$ cat config.mk
export PLATFORM = sky130hd
export DESIGN_NAME = version_reply_parser_top
export DESIGN_NICKNAME = d
export VERILOG_FILES = /design/src/rtl/vrp_pkg.sv /design/src/rtl/vrp_in_stage.sv /design/src/rtl/vrp_parse.sv /design/src/rtl/vrp_out_stage.sv /design/src/rtl/version_reply_parser_top.sv
export SDC_FILE = /design/constraint.sdc
export NUM_CORES = 1
export LEC_CHECK = 0
export BUFFER_PORTS_ARGS = -buffer_cell sky130_fd_sc_hd__buf_2
export CORE_ASPECT_RATIO = 0.5
export CORE_MARGIN = 2
export CORE_UTILIZATION = 40
export CTS_CLUSTER_DIAMETER = 60
export DETAILED_ROUTE_END_ITERATION = 12
export SYNTH_ARGS = -nofsm -noshare
export SYNTH_HDL_FRONTEND = slang
export SYNTH_SLANG_ARGS = --single-unit
$ cat constraint.sdc
create_clock -name clk -period 4 [get_ports clk]
set_input_delay 0.2 -clock clk [delete_from_list [all_inputs] [get_ports clk]]
set_output_delay 0.2 -clock clk [all_outputs]
set_load 0.02 [all_outputs]
$ cat src/rtl/vrp_pkg.sv
// ----------------------------------------------------------------------------
// vrp_pkg
// Shared types, codes and helpers for the version reply parser.
// ----------------------------------------------------------------------------
package vrp_pkg;

	// Field widths
	localparam int BYTE_W      = 8;
	localparam int VER_W       = 16;
	localparam int TYPE_W      = 2;
	localparam int CFG_IDX_W   = 1;
	localparam int SKIP_W      = 3;
	localparam int OUT_FIELD_W = VER_W + TYPE_W + 1 + BYTE_W;
	localparam int OUT_TDATA_W = ((OUT_FIELD_W + 7) / 8) * 8;

	// Register reset values
	localparam logic [VER_W-1:0] MIN_M_RESET = 16'd10201;
	localparam logic [VER_W-1:0] MIN_P_RESET = 16'd11101;

	// Characters of interest
	localparam logic [BYTE_W-1:0] CH_DASH = 8'h2D;
	localparam logic [BYTE_W-1:0] CH_R    = 8'h52;
	localparam logic [BYTE_W-1:0] CH_M    = 8'h4D;

	// Skip lengths after the minor terminator (dash terminator adds four)
	localparam logic [SKIP_W-1:0] SKIP_PLAIN = 3'd3;
	localparam logic [SKIP_W-1:0] SKIP_DASH  = 3'd7;

	// Module type codes
	localparam logic [TYPE_W-1:0] TYPE_M = 2'd0;
	localparam logic [TYPE_W-1:0] TYPE_P = 2'd1;
	localparam logic [TYPE_W-1:0] TYPE_R = 2'd2;

	// Configuration register indexes
	typedef enum logic [CFG_IDX_W-1:0] {
		REG_MIN_M = 1'b0,
		REG_MIN_P = 1'b1
	} cfg_reg_t;

	// Parser phases
	typedef enum logic [3:0] {
		PH_MAJ_START = 4'd0,
		PH_MAJ_DIG   = 4'd1,
		PH_MIN_START = 4'd2,
		PH_MIN_DIG   = 4'd3,
		PH_DROP      = 4'd4,
		PH_TYPE1     = 4'd5,
		PH_TYPE_DROP = 4'd6,
		PH_TYPE2     = 4'd7,
		PH_TO_DASH   = 4'd8,
		PH_TAIL      = 4'd9
	} phase_t;

	// One finished reply
	typedef struct packed {
		logic              valid;
		logic [VER_W-1:0]  version;
		logic [TYPE_W-1:0] module_type;
		logic              new_commands;
		logic [BYTE_W-1:0] end_byte;
	} result_t;

	function automatic logic is_digit(input logic [BYTE_W-1:0] c);
		return (c >= 8'h30) && (c <= 8'h39);
	endfunction

	function automatic logic is_alnum(input logic [BYTE_W-1:0] c);
		return is_digit(c) || ((c >= 8'h41) && (c <= 8'h5A)) ||
			((c >= 8'h61) && (c <= 8'h7A));
	endfunction

endpackage

$ cat src/rtl/vrp_in_stage.sv
// ----------------------------------------------------------------------------
// vrp_in_stage
// Input register: captures one received byte per transaction.
// ----------------------------------------------------------------------------
module vrp_in_stage (
	input  logic                       clk,
	input  logic                       arst_n,
	input  logic                       s_tvalid,
	output logic                       s_tready,
	input  logic [vrp_pkg::BYTE_W-1:0] s_tdata,
	input  logic                       take,      // parser consumes the held byte
	output logic                       byte_valid,
	output logic [vrp_pkg::BYTE_W-1:0] rx_byte
);

	logic                       valid_s1;
	logic [vrp_pkg::BYTE_W-1:0] byte_s1;

	// Accept whenever the slot is empty or being drained
	assign s_tready   = !valid_s1 || take;
	assign byte_valid = valid_s1;
	assign rx_byte    = byte_s1;

	always_ff @(posedge clk or negedge arst_n) begin
		if (!arst_n) begin
			valid_s1 <= 1'b0;
		end else if (s_tready) begin
			valid_s1 <= s_tvalid;
		end
	end

	always_ff @(posedge clk) begin
		if (s_tvalid && s_tready) begin
			byte_s1 <= s_tdata;
		end
	end

endmodule

$ cat src/rtl/vrp_parse.sv
// ----------------------------------------------------------------------------
// vrp_parse
// Parser state and single-step update: one byte advances the state machine,
// and the ending byte of a reply produces a result.
// ----------------------------------------------------------------------------
module vrp_parse (
	input  logic                        clk,
	input  logic                        arst_n,
	input  logic                        step,
	input  logic [vrp_pkg::BYTE_W-1:0]  rx_byte,
	input  logic [vrp_pkg::VER_W-1:0]   min_m,
	input  logic [vrp_pkg::VER_W-1:0]   min_p,
	output vrp_pkg::result_t            result
);

	vrp_pkg::phase_t               phase_q, phase_d, ph_eff;
	logic                          negative_q, negative_d;
	logic [vrp_pkg::VER_W-1:0]     major_q, major_d;
	logic [vrp_pkg::VER_W-1:0]     minor_q, minor_d;
	logic [vrp_pkg::SKIP_W-1:0]    skip_q, skip_d, skip_dec;
	logic [vrp_pkg::TYPE_W-1:0]    type_q, type_d;
	logic                          digit, alnum, dash;
	logic [3:0]                    dval;
	logic [vrp_pkg::VER_W-1:0]     major_x10, minor_x10;
	logic [vrp_pkg::VER_W-1:0]     major_sgn, minor_sgn, major_x100;
	logic                          done;

	// Byte classification
	assign digit = vrp_pkg::is_digit(rx_byte);
	assign alnum = vrp_pkg::is_alnum(rx_byte);
	assign dash  = (rx_byte == vrp_pkg::CH_DASH);
	assign dval  = rx_byte[3:0];

	// Unused phase codes behave as major number start
	assign ph_eff = (phase_q > vrp_pkg::PH_TAIL) ? vrp_pkg::PH_MAJ_START : phase_q;

	// Accumulators: times ten as shifts and adds, wrapping at 16 bits
	assign major_x10  = {major_q[12:0], 3'b000} + {major_q[14:0], 1'b0} + {12'd0, dval};
	assign minor_x10  = {minor_q[12:0], 3'b000} + {minor_q[14:0], 1'b0} + {12'd0, dval};
	assign major_sgn  = negative_q ? (~major_q + 16'd1) : major_q;
	assign minor_sgn  = negative_q ? (~minor_q + 16'd1) : minor_q;
	assign major_x100 = {major_sgn[9:0], 6'd0} + {major_sgn[10:0], 5'd0} +
		{major_sgn[13:0], 2'd0};
	assign skip_dec   = skip_q - 3'd1;
	assign done       = (ph_eff == vrp_pkg::PH_TAIL) && !alnum;

	// Next phase
	always_comb begin
		phase_d = phase_q;
		case (ph_eff)
			vrp_pkg::PH_MAJ_DIG: begin
				if (digit) phase_d = vrp_pkg::PH_MAJ_DIG;
				else       phase_d = vrp_pkg::PH_MIN_START;
			end
			vrp_pkg::PH_MIN_START: begin
				if (dash || digit) phase_d = vrp_pkg::PH_MIN_DIG;
				else               phase_d = vrp_pkg::PH_DROP;
			end
			vrp_pkg::PH_MIN_DIG: begin
				if (digit) phase_d = vrp_pkg::PH_MIN_DIG;
				else       phase_d = vrp_pkg::PH_DROP;
			end
			vrp_pkg::PH_DROP: begin
				if (skip_dec == 3'd0) phase_d = vrp_pkg::PH_TYPE1;
			end
			vrp_pkg::PH_TYPE1: begin
				if (rx_byte == vrp_pkg::CH_R) phase_d = vrp_pkg::PH_TO_DASH;
				else                          phase_d = vrp_pkg::PH_TYPE_DROP;
			end
			vrp_pkg::PH_TYPE_DROP: phase_d = vrp_pkg::PH_TYPE2;
			vrp_pkg::PH_TYPE2:     phase_d = vrp_pkg::PH_TO_DASH;
			vrp_pkg::PH_TO_DASH: begin
				if (dash) phase_d = vrp_pkg::PH_TAIL;
			end
			vrp_pkg::PH_TAIL: begin
				if (!alnum) phase_d = vrp_pkg::PH_MAJ_START;
			end
			default: begin // major number start
				if (dash || digit) phase_d = vrp_pkg::PH_MAJ_DIG;
				else               phase_d = vrp_pkg::PH_MIN_START;
			end
		endcase
	end

	// Datapath and result
	always_comb begin
		negative_d = negative_q;
		major_d    = major_q;
		minor_d    = minor_q;
		skip_d     = skip_q;
		type_d     = type_q;
		case (ph_eff)
			vrp_pkg::PH_MAJ_DIG: begin
				if (digit) begin
					major_d = major_x10;
				end else begin
					major_d    = major_x100;
					negative_d = 1'b0;
					minor_d    = '0;
				end
			end
			vrp_pkg::PH_MIN_START, vrp_pkg::PH_MIN_DIG: begin
				if ((ph_eff == vrp_pkg::PH_MIN_START) && dash) begin
					negative_d = 1'b1;
				end else if (digit) begin
					minor_d = minor_x10;
				end else begin
					major_d    = major_q + minor_sgn;
					negative_d = 1'b0;
					skip_d     = dash ? vrp_pkg::SKIP_DASH : vrp_pkg::SKIP_PLAIN;
				end
			end
			vrp_pkg::PH_DROP: skip_d = skip_dec;
			vrp_pkg::PH_TYPE1: begin
				if (rx_byte == vrp_pkg::CH_R) type_d = vrp_pkg::TYPE_R;
			end
			vrp_pkg::PH_TYPE2: begin
				type_d = (rx_byte == vrp_pkg::CH_M) ? vrp_pkg::TYPE_M : vrp_pkg::TYPE_P;
			end
			vrp_pkg::PH_TYPE_DROP, vrp_pkg::PH_TO_DASH: ;
			vrp_pkg::PH_TAIL: begin
				if (!alnum) begin
					negative_d = 1'b0;
					major_d    = '0;
					minor_d    = '0;
					skip_d     = '0;
					type_d     = vrp_pkg::TYPE_M;
				end
			end
			default: begin // major number start
				if (dash) begin
					negative_d = 1'b1;
				end else if (digit) begin
					major_d = major_x10;
				end else begin
					major_d    = major_x100;
					negative_d = 1'b0;
					minor_d    = '0;
				end
			end
		endcase

		result.valid        = step && done;
		result.version      = major_q;
		result.module_type  = type_q;
		case (type_q)
			vrp_pkg::TYPE_R: result.new_commands = 1'b1;
			vrp_pkg::TYPE_M: result.new_commands = (major_q >= min_m);
			default:         result.new_commands = (major_q >= min_p);
		endcase
		result.end_byte     = rx_byte;
	end

	// State registers
	always_ff @(posedge clk or negedge arst_n) begin
		if (!arst_n) begin
			phase_q    <= vrp_pkg::PH_MAJ_START;
			negative_q <= 1'b0;
			major_q    <= '0;
			minor_q    <= '0;
			skip_q     <= '0;
			type_q     <= vrp_pkg::TYPE_M;
		end else if (step) begin
			phase_q    <= phase_d;
			negative_q <= negative_d;
			major_q    <= major_d;
			minor_q    <= minor_d;
			skip_q     <= skip_d;
			type_q     <= type_d;
		end
	end

endmodule

$ cat src/rtl/vrp_out_stage.sv
// ----------------------------------------------------------------------------
// vrp_out_stage
// Result register: holds one finished reply until the master side takes it.
// ----------------------------------------------------------------------------
module vrp_out_stage (
	input  logic                            clk,
	input  logic                            arst_n,
	input  logic                            step,
	input  vrp_pkg::result_t                result,
	output logic                            slot_free,
	output logic                            m_tvalid,
	input  logic                            m_tready,
	output logic [vrp_pkg::OUT_TDATA_W-1:0] m_tdata
);

	logic                            valid_q;
	logic [vrp_pkg::OUT_TDATA_W-1:0] data_q;

	assign slot_free = !valid_q || m_tready;
	assign m_tvalid  = valid_q;
	assign m_tdata   = data_q;

	always_ff @(posedge clk or negedge arst_n) begin
		if (!arst_n) begin
			valid_q <= 1'b0;
		end else if (step) begin
			valid_q <= result.valid;
		end else if (m_tready) begin
			valid_q <= 1'b0;
		end
	end

	// Pack fields, version in the lowest bits
	always_ff @(posedge clk) begin
		if (step && result.valid) begin
			data_q <= {{(vrp_pkg::OUT_TDATA_W - vrp_pkg::OUT_FIELD_W){1'b0}},
				result.end_byte, result.new_commands, result.module_type, result.version};
		end
	end

endmodule

$ cat src/rtl/version_reply_parser_top.sv
// ----------------------------------------------------------------------------
// version_reply_parser_top
// Parses a serial version reply byte by byte and reports version, module type
// and whether the module supports the newer command set.
//
//   channel | dir | handshake          | payload
//   s_*     | in  | s_tvalid/s_tready  | s_tdata[7:0] = rx_byte
//   m_*     | out | m_tvalid/m_tready  | m_tdata = version, module_type,
//           |     |                    |   new_commands, end_byte, zero pad
//   cfg_*   | in  | cfg_valid/cfg_ready| cfg_index, cfg_data[15:0]
//
// One byte per cycle sustained while no result waits; m_tvalid rises once the
// ending byte has passed the input register and then the result register.
// Reset (arst_n low) clears the parser and restores both minimum versions.
// The parser stalls whenever a result waits with m_tready low; s_tready drops
// as soon as the input register is also occupied.
// cfg_ready is always high.
// ----------------------------------------------------------------------------
module version_reply_parser_top (
	input  logic                              clk,
	input  logic                              arst_n,
	input  logic                              s_tvalid,
	output logic                              s_tready,
	input  logic [vrp_pkg::BYTE_W-1:0]        s_tdata,   // [7:0] rx_byte
	output logic                              m_tvalid,
	input  logic                              m_tready,
	// [15:0] version, [17:16] module_type, [18] new_commands,
	// [26:19] end_byte, [31:27] zero
	output logic [vrp_pkg::OUT_TDATA_W-1:0]   m_tdata,
	input  logic                              cfg_valid,
	output logic                              cfg_ready,
	input  logic [vrp_pkg::CFG_IDX_W-1:0]     cfg_index,
	input  logic [vrp_pkg::VER_W-1:0]         cfg_data
);

	logic                       byte_valid;
	logic [vrp_pkg::BYTE_W-1:0] rx_byte;
	logic                       slot_free;
	logic                       step;
	logic [vrp_pkg::VER_W-1:0]  min_m_q, min_p_q;
	vrp_pkg::result_t           result;

	assign step      = byte_valid && slot_free;
	assign cfg_ready = 1'b1;

	// Minimum version registers
	always_ff @(posedge clk or negedge arst_n) begin
		if (!arst_n) begin
			min_m_q <= vrp_pkg::MIN_M_RESET;
			min_p_q <= vrp_pkg::MIN_P_RESET;
		end else if (cfg_valid && cfg_ready) begin
			case (vrp_pkg::cfg_reg_t'(cfg_index))
				vrp_pkg::REG_MIN_M: min_m_q <= cfg_data;
				vrp_pkg::REG_MIN_P: min_p_q <= cfg_data;
				default: ;
			endcase
		end
	end

	vrp_in_stage u_in (
		.clk        (clk),
		.arst_n     (arst_n),
		.s_tvalid   (s_tvalid),
		.s_tready   (s_tready),
		.s_tdata    (s_tdata),
		.take       (step),
		.byte_valid (byte_valid),
		.rx_byte    (rx_byte)
	);

	vrp_parse u_parse (
		.clk     (clk),
		.arst_n  (arst_n),
		.step    (step),
		.rx_byte (rx_byte),
		.min_m   (min_m_q),
		.min_p   (min_p_q),
		.result  (result)
	);

	vrp_out_stage u_out (
		.clk       (clk),
		.arst_n    (arst_n),
		.step      (step),
		.result    (result),
		.slot_free (slot_free),
		.m_tvalid  (m_tvalid),
		.m_tready  (m_tready),
		.m_tdata   (m_tdata)
	);

endmodule

Word-level counts from Yosys, hierarchy flattened
Cells that the tools add are included.
- ROM bits: 0
- memories kept: 0
- word-level logic and storage cells: 128
- bits in latches: 0
- output and inout bits: 35
- bits of input ports: 30
- bits in writable memories: 0
- register bits: 111
- $add $sub $neg: 10
- div/mod/pow operators: 0
- bitwise operators: 4
- multipliers: 0
- reductions and logical operators: 32
- equality and inequality tests: 21
- mux-type cells: 40
- shift-type cells: 0
- magnitude comparators: 9
- operators with widths (kind ; count):
    $mux 16 ; 10
    $pmux 16 s4 ; 2
    $add 16x16->16 ; 5
    $pmux 4 s9 ; 1
    $add 16x4->16 ; 2
    $ge 16x16->1 ; 2
    $mux 4 ; 5
    $mux 3 ; 6
    $add 16x1->16 const B ; 1
    $eq 4x3->1 const B ; 4
    $eq 8x7->1 const B ; 2
    $ge 8x7->1 const B ; 2
    $le 8x7->1 const B ; 2
    $not 16->16 ; 1
    $add 14x1->14 const B ; 1
    $mux 14 ; 1
    $not 14->14 ; 1
    $reduce_and 6->1 ; 2
    $logic_and 1x1->1 ; 9
    $pmux 3 s3 ; 1
    $eq 4x2->1 const B ; 2
    $eq 4x4->1 const B ; 2
    $eq 8x6->1 const B ; 1
    $ge 8x6->1 const B ; 1
    other kinds (26) ; 50

Longest topological paths before layout
- depth after elaboration: 8
- gate-level depth with buffers: 18
- gate-level depth less buffers: 18

Modules after synthesis
From an unflattened synthesis, not the netlist that was laid out.
- cells, all modules: 938
- area total of the unflattened synthesis: 8986.1 um^2
- by module, submodules not included (module ; area an instance (um^2) ; sequential area each (um^2) ; times used ; cells each):
    vrp_parse ; 6492.5 ; 1051.0 ; 1 ; 817
    version_reply_parser_top ; 1292.5 ; 823.3 ; 1 ; 72
    vrp_out_stage ; 907.1 ; 835.8 ; 1 ; 37
    vrp_in_stage ; 294.0 ; 265.3 ; 1 ; 12

Worst setup path after synthesis
OpenSTA, ideal clock, no wires.
- kind: reg-to-reg
- start point: reg u_in.byte_s1, in the netlist u_in.rx_byte[3]
- end point: reg u_out.data_q, in the netlist u_out.m_tdata[0] (enable)
- path buffers: 0
- required time: 3521 ps
- clock period less this slack: 4175 ps
- library setup time: 479 ps
- cell stages (with the launch flop): 4
- slack: -175 ps
- data arrival time: 3696 ps
- path through: edfxtp_1 > o41ai_1 > a221oi_1 > nor4_1
- word-level cells in the longest chain between the ends: 8
- elaborated cells between the ends (all ways): 15
- classes of those cells: 6 x order compare; 9 x reduce/logical
- RTL lines (element ; line ; RTL):
    from (decl) ; vrp_in_stage.sv:17 ; logic [vrp_pkg::BYTE_W-1:0] byte_s1;
    from (signal assigned) ; vrp_in_stage.sv:34 ; byte_s1 <= s_tdata;
    $ge 8x6->1, or another cell as far along ; vrp_pkg.sv:64 ; return (c >= 8'h30) && (c <= 8'h39);
    $logic_and 1x1->1, on equally long branches ; vrp_pkg.sv:64, vrp_pkg.sv:68 ;
    $logic_or 1x1->1 ; vrp_pkg.sv:68 ; return is_digit(c) || ((c >= 8'h41) && (c <= 8'h5A)) ||
    $logic_or 1x1->1 (*) ; vrp_pkg.sv:68 ;
    $logic_not 1->1 (*) ; vrp_parse.sv:45 ; assign done = (ph_eff == vrp_pkg::PH_TAIL) && !alnum;
    $logic_and 1x1->1 (*) ; vrp_parse.sv:45 ;
    $logic_and 1x1->1 (*) ; vrp_parse.sv:143 ; result.valid = step && done;
    $logic_and 1x1->1 (*) ; vrp_out_stage.sv:35 ; if (step && result.valid) begin
    to (signal assigned) ; vrp_out_stage.sv:36 ; data_q <= {{(vrp_pkg::OUT_TDATA_W - vrp_pkg::OUT_FIELD_W){1'b0}},
    to (decl) ; vrp_out_stage.sv:17 ; logic [vrp_pkg::OUT_TDATA_W-1:0] data_q;
Mark *: on every way between the ends. The rest lies on a longest branch, timed or not.
A chain may end at the register's enable or synchronous reset.

Final worst setup path
- start point: reg u_parse.major_q[1] (netlist name)
- end point: reg u_parse.major_q[15] (netlist name)
- word-level cells in the longest chain between the ends: 8
- elaborated cells between the ends (all ways): 13
- classes of those cells: 6 x add/sub; 6 x mux; 1 x bitwise
- RTL lines (element ; line ; RTL):
    from (decl) ; vrp_parse.sv:18 ; logic [vrp_pkg::VER_W-1:0] major_q, major_d;
    from (signal assigned) ; vrp_parse.sv:166 ; major_q <= major_d;
    $not 14->14 ; vrp_parse.sv:40 ; assign major_sgn = negative_q ? (~major_q + 16'd1) : major_q;
    $add 14x1->14 ; vrp_parse.sv:40 ;
    $mux 14 ; vrp_parse.sv:40 ;
    $add 16x16->16 (2 in series) ; vrp_parse.sv:42 ; assign major_x100 = {major_sgn[9:0], 6'd0} + {major_sgn[10:0], 5'd0} +
    $mux 16 ; vrp_parse.sv:94, vrp_parse.sv:133 ;
    $mux 16 ; vrp_parse.sv:131 ; if (dash) begin
    $pmux 16 s4 (*) ; vrp_parse.sv:92 ; case (ph_eff)
Mark *: on every way between the ends. The rest lies on a longest branch, timed or not. The select of a mux whose other input is x is not followed.

==> parameters.txt <==
Parameter                              Value

Status
  Result of the run ... finished, final reports clean

Critical path
  Worst R2R Path Depth ... 18
  Maximum net fanout on the critical path ... 4
  Critical Path End Type ... flip-flop
  Required time at the endpoint of the critical path ... between 4 and 5 ns
  Worst Setup Path Type ... reg -> reg
  Setup crit start kind ... flip-flop
  Data arrival time of the critical path ... 4.01 ns

Yosys
  Top post-synthesis cells by area ... ha_1 (17%), dfrtp_1 (17%), edfxtp_1 (12%)
  Cell type contributing the most total cell area after synthesis ... ha_1
  Post-synth EDFFs ... 35
  Proportion of register bits with asynchronous set or reset after synthesis ... 68.47%
  Netlist cell types ... between 60 and 70
  Number of standard cells after synthesis ... 937
  Post-Syn Area per Cell ... about 9.4 µm²
  Cell area after synthesis ... 0.008796 mm²
  Portion of synthesized cell area occupied by the leading cell type ... between 15 and 20%
  Synth warnings ... 0
  Post-synth top flop ... dfrtp_1
  Sequential area share after synthesis ... 33.83%
  Count of state elements after synthesis ... 111

GRT
  Global route overflow ... 0
  Vias in the first global route ... 6841
  Antenna violations before repair ... 0
  Pin count of the biggest net entering global routing ... 52
  Total routing usage reported by global routing ... 19.86%
  First-pass GRT wire length ... around 36000 µm

Timing
  Final setup viols ... 0
  Number of pins with negative max-slew slack in the final report ... 0
  Slew at the pin with the worst max-slew slack ... 1.121 ns
  Accumulated negative setup slack ... 0 ns
  Final-report hold violation count ... 0
  Final worst-path cycle share ... 94.01%
  Post-layout worst setup margin ... 0.2395 ns
  Maximum clock rate ... between 200 and 300 MHz
  Worst slew margin relative to its limit ... 24.90%
  Minimum clock period after layout ... between 3 and 4 ns
  Final setup skew ... 0.01046 ns

Clock tree
  Clock Tree Buf Depth ... 2
  Cell at the root of the clock tree ... clkbuf_16
  Number of CTS-inserted buffers ... 9
  # clock sinks ... 111
  Clock-pin slew on the worst setup and hold paths ... 0.08 ns
  Clock insertion delay at the later pin of the skew report ... 0.38 ns
  CTS tree ... yes
  Number of H-tree levels ... 3

Job
  Max-cap check violation count ... 0

Pwr
  Peak VDD IR ... 0.0003312 V
  Power share of the clock group ... between 10% and 20%
  Static Leak ... between 4 and 5 nW
  Total chip power ... 7.797 mW
  Sw Ratio ... a little under half
  Comb power frac ... 65.8%
  Power density relative to cell area ... about 800 mW/mm²
  Internal power ... about 4.2 mW
  Sequential power share ... 22.1%
  Switching pwr ... 3.614 mW

Route
  Total vias in the final route ... 7095
  Met2 wirelength from detailed routing ... 9049 µm
  Detailed-route wire length ... 21640 µm
  First-pass DRT Iterations ... 5
  Number of remaining DRC errors ... 0
  Uppermost layer routed ... met4
  Antenna-violating nets left ... 0
  Average wire per standard cell ... approximately 16 µm
  Met3 WL post-DR ... roughly 1200 µm
  Mean number of vias per cell ... about 5.4
  Met1 Wirelength ... approximately 11000 µm
  Initial DRC count ... 479

Place
  Hpwl dp ... 16350 µm
  Pre-CTS setup slack ... about 0.1 ns
  Port Buffers ... 58
  Final weighted congestion in routability-driven placement ... just under 1
  Post-placement cell area ... 0.009574 mm²

Finish
  Layout cells sized above 1 ... 15.75%
  Syn-to-layout area delta ... 13.71%
  Antenna Diode Count ... 0
  Final design area excluding fillers ... 0.01000 mm²
  Final net count ... 1175
  Final core utilization ... between 40% and 50%
  Filler Cell Count ... 2090

Floorplanning
  Starting density of the core ... 40.66%
  Chip Width ... 213.7 µm
  Die Footprint ... 0.02326 mm²
  I/O pin total ... 65
  Placeable core region ... 0.02163 mm²
  Number of cell rows ... 38
  Vertical die dimension ... 108.9 µm

Min path
  Worst hold path depth ... 1
  Type of the tightest min-delay check ... in -> reg
layout by cell type, fill, tap and decap left out, types with 18 or more instances in the layout:
cell type and n:
dfstp_2 18, inv_1 71, nor3_1 21, a21o_1 21, nand2_1 80, xnor2_1 44, xor2_1 28, nor2_1 49
ha_1 117, a21oi_1 53, buf_2 57, dfrtp_1 57, edfxtp_1 35, o21ai_0 80, buf_4 31
through the flow:
step | hold WS [ns] | instances
5_1_grt | 0.003713 | 1322
3_5_place_dp | 0.2960 | 1297
4_1_cts | 0.004223 | 1321
6_report | 0.01472 | 1322
2_1_floorplan | -0.09559 | 941
3_3_place_gp | 0.2983 | 1297
registers in the layout, indices dropped and copies added, names as in the netlist:
register	flops
u_parse.minor_q	16
u_parse.negative_q	1
u_out.m_tdata	27
u_parse.phase_q	4
u_parse.skip_q	3
u_in.byte_valid	1
u_parse.major_q	16
u_parse.type_q	2
min_p_q	16
u_in.rx_byte	8
min_m_q	16
u_out.m_tvalid	1
worst paths after layout:
check	start	slack [ns]	to
setup / recovery	u_parse.major_q[1]$_DFFE_PN0P_	0.24	u_parse.major_q[15]$_DFFE_PN0P_
hold / removal	s_tdata[0]	0.01	u_in.rx_byte[0]$_DFFE_PP_
setup reg to reg	u_parse.major_q[1]$_DFFE_PN0P_	0.24	u_parse.major_q[15]$_DFFE_PN0P_
hold reg to reg	u_parse.skip_q[1]$_DFFE_PN0P_	0.49	u_parse.skip_q[1]$_DFFE_PN0P_
max in group asynchronous	arst_n	2.72	min_p_q[4]$_DFFE_PN1P_
min in group asynchronous	arst_n	0.41	min_p_q[12]$_DFFE_PN0P_
routing by layer:
layer | vias up | GRT usage, %
met5 | - | 0
met4 | 0 | 4.415
met3 | 19 | 4.695
met2 | 154 | 30.01
met1 | 3369 | 28.77
li1 | 3553 | -
cell usage after synthesis (10+ instances only):
master / count
a211oi_1: 12
a21o_1: 21
a21oi_1: 53
clkbuf_1: 22
dfrtp_1: 58
dfstp_2: 18
edfxtp_1: 35
fa_1: 10
ha_1: 118
inv_1: 71
mux2_2: 17
nand2_1: 80
nand2b_1: 13
nand3_1: 15
nor2_1: 49
nor3_1: 22
o21ai_0: 83
o31ai_1: 13
o41ai_1: 10
or3_1: 17
xnor2_1: 44
xor2_1: 28
power by group through the flow:
stage / Combinational, mW / Sequential [mW] / Clock (mW)
2_1_floorplan: 3.73 / 1.65 / 0
3_3_place_gp: 4.82 / 1.74 / 0
3_5_place_dp: 4.92 / 1.75 / 0
4_1_cts: 4.96 / 1.72 / 0.969
5_1_grt: 5.82 / 1.76 / 1.01
6_report: 5.13 / 1.73 / 0.943
worst max-delay path, stage by stage, from the launching register on:
cell	delay [ns]
dfrtp_1	0.38
inv_1	0.09
ha_1	0.20
or4b_4	0.53
o21ai_2	0.15
xor2_1	0.29
buf_4	0.17
buf_4	0.12
xor2_1	0.14
ha_1	0.25
ha_1	0.32
nor3_1	0.06
nor2_1	0.15
o41ai_2	0.11
o21ai_0	0.20
xor2_1	0.19
a21oi_1	0.10
o211ai_2	0.07
o221ai_1	0.12
logic make-up (layout without fill, tap and decap cells):
logic type | after synthesis | count (layout) | synth area share (%)
xor+xnor | 73 | 73 | 7.425
other cells | 2 | 6 | 0.08538
simple gates | 239 | 239 | 13.36
fa+ha+maj | 128 | 128 | 19.06
flops | 111 | 111 | 33.83
buf+inv | 102 | 183 | 4.623
compound gates | 261 | 261 | 18.99
mux | 21 | 21 | 2.632
cell type report:
class                   instances  area, µm²  share of cell area, %
inverters                      71      266.5                  2.665
clock inverters                 7      77.57                 0.7756
well taps                     300      375.4                  3.753
repair buffers                 96      598.1                  5.979
flip-flops and latches        111       2977                  29.76
clock buffers                   9      225.2                  2.252
multi-input cells             728       5483                  54.82
timing repair:
item / CTS / global route
endpoints found under the hold margin: 54 / 0
resized for setup: 0 / 10
buffers inserted: 0 / 1
setup endpoints to repair: 0 / 5
hold buffers: 8 / 0
No activity file was read; power rests on OpenSTA's default activity.
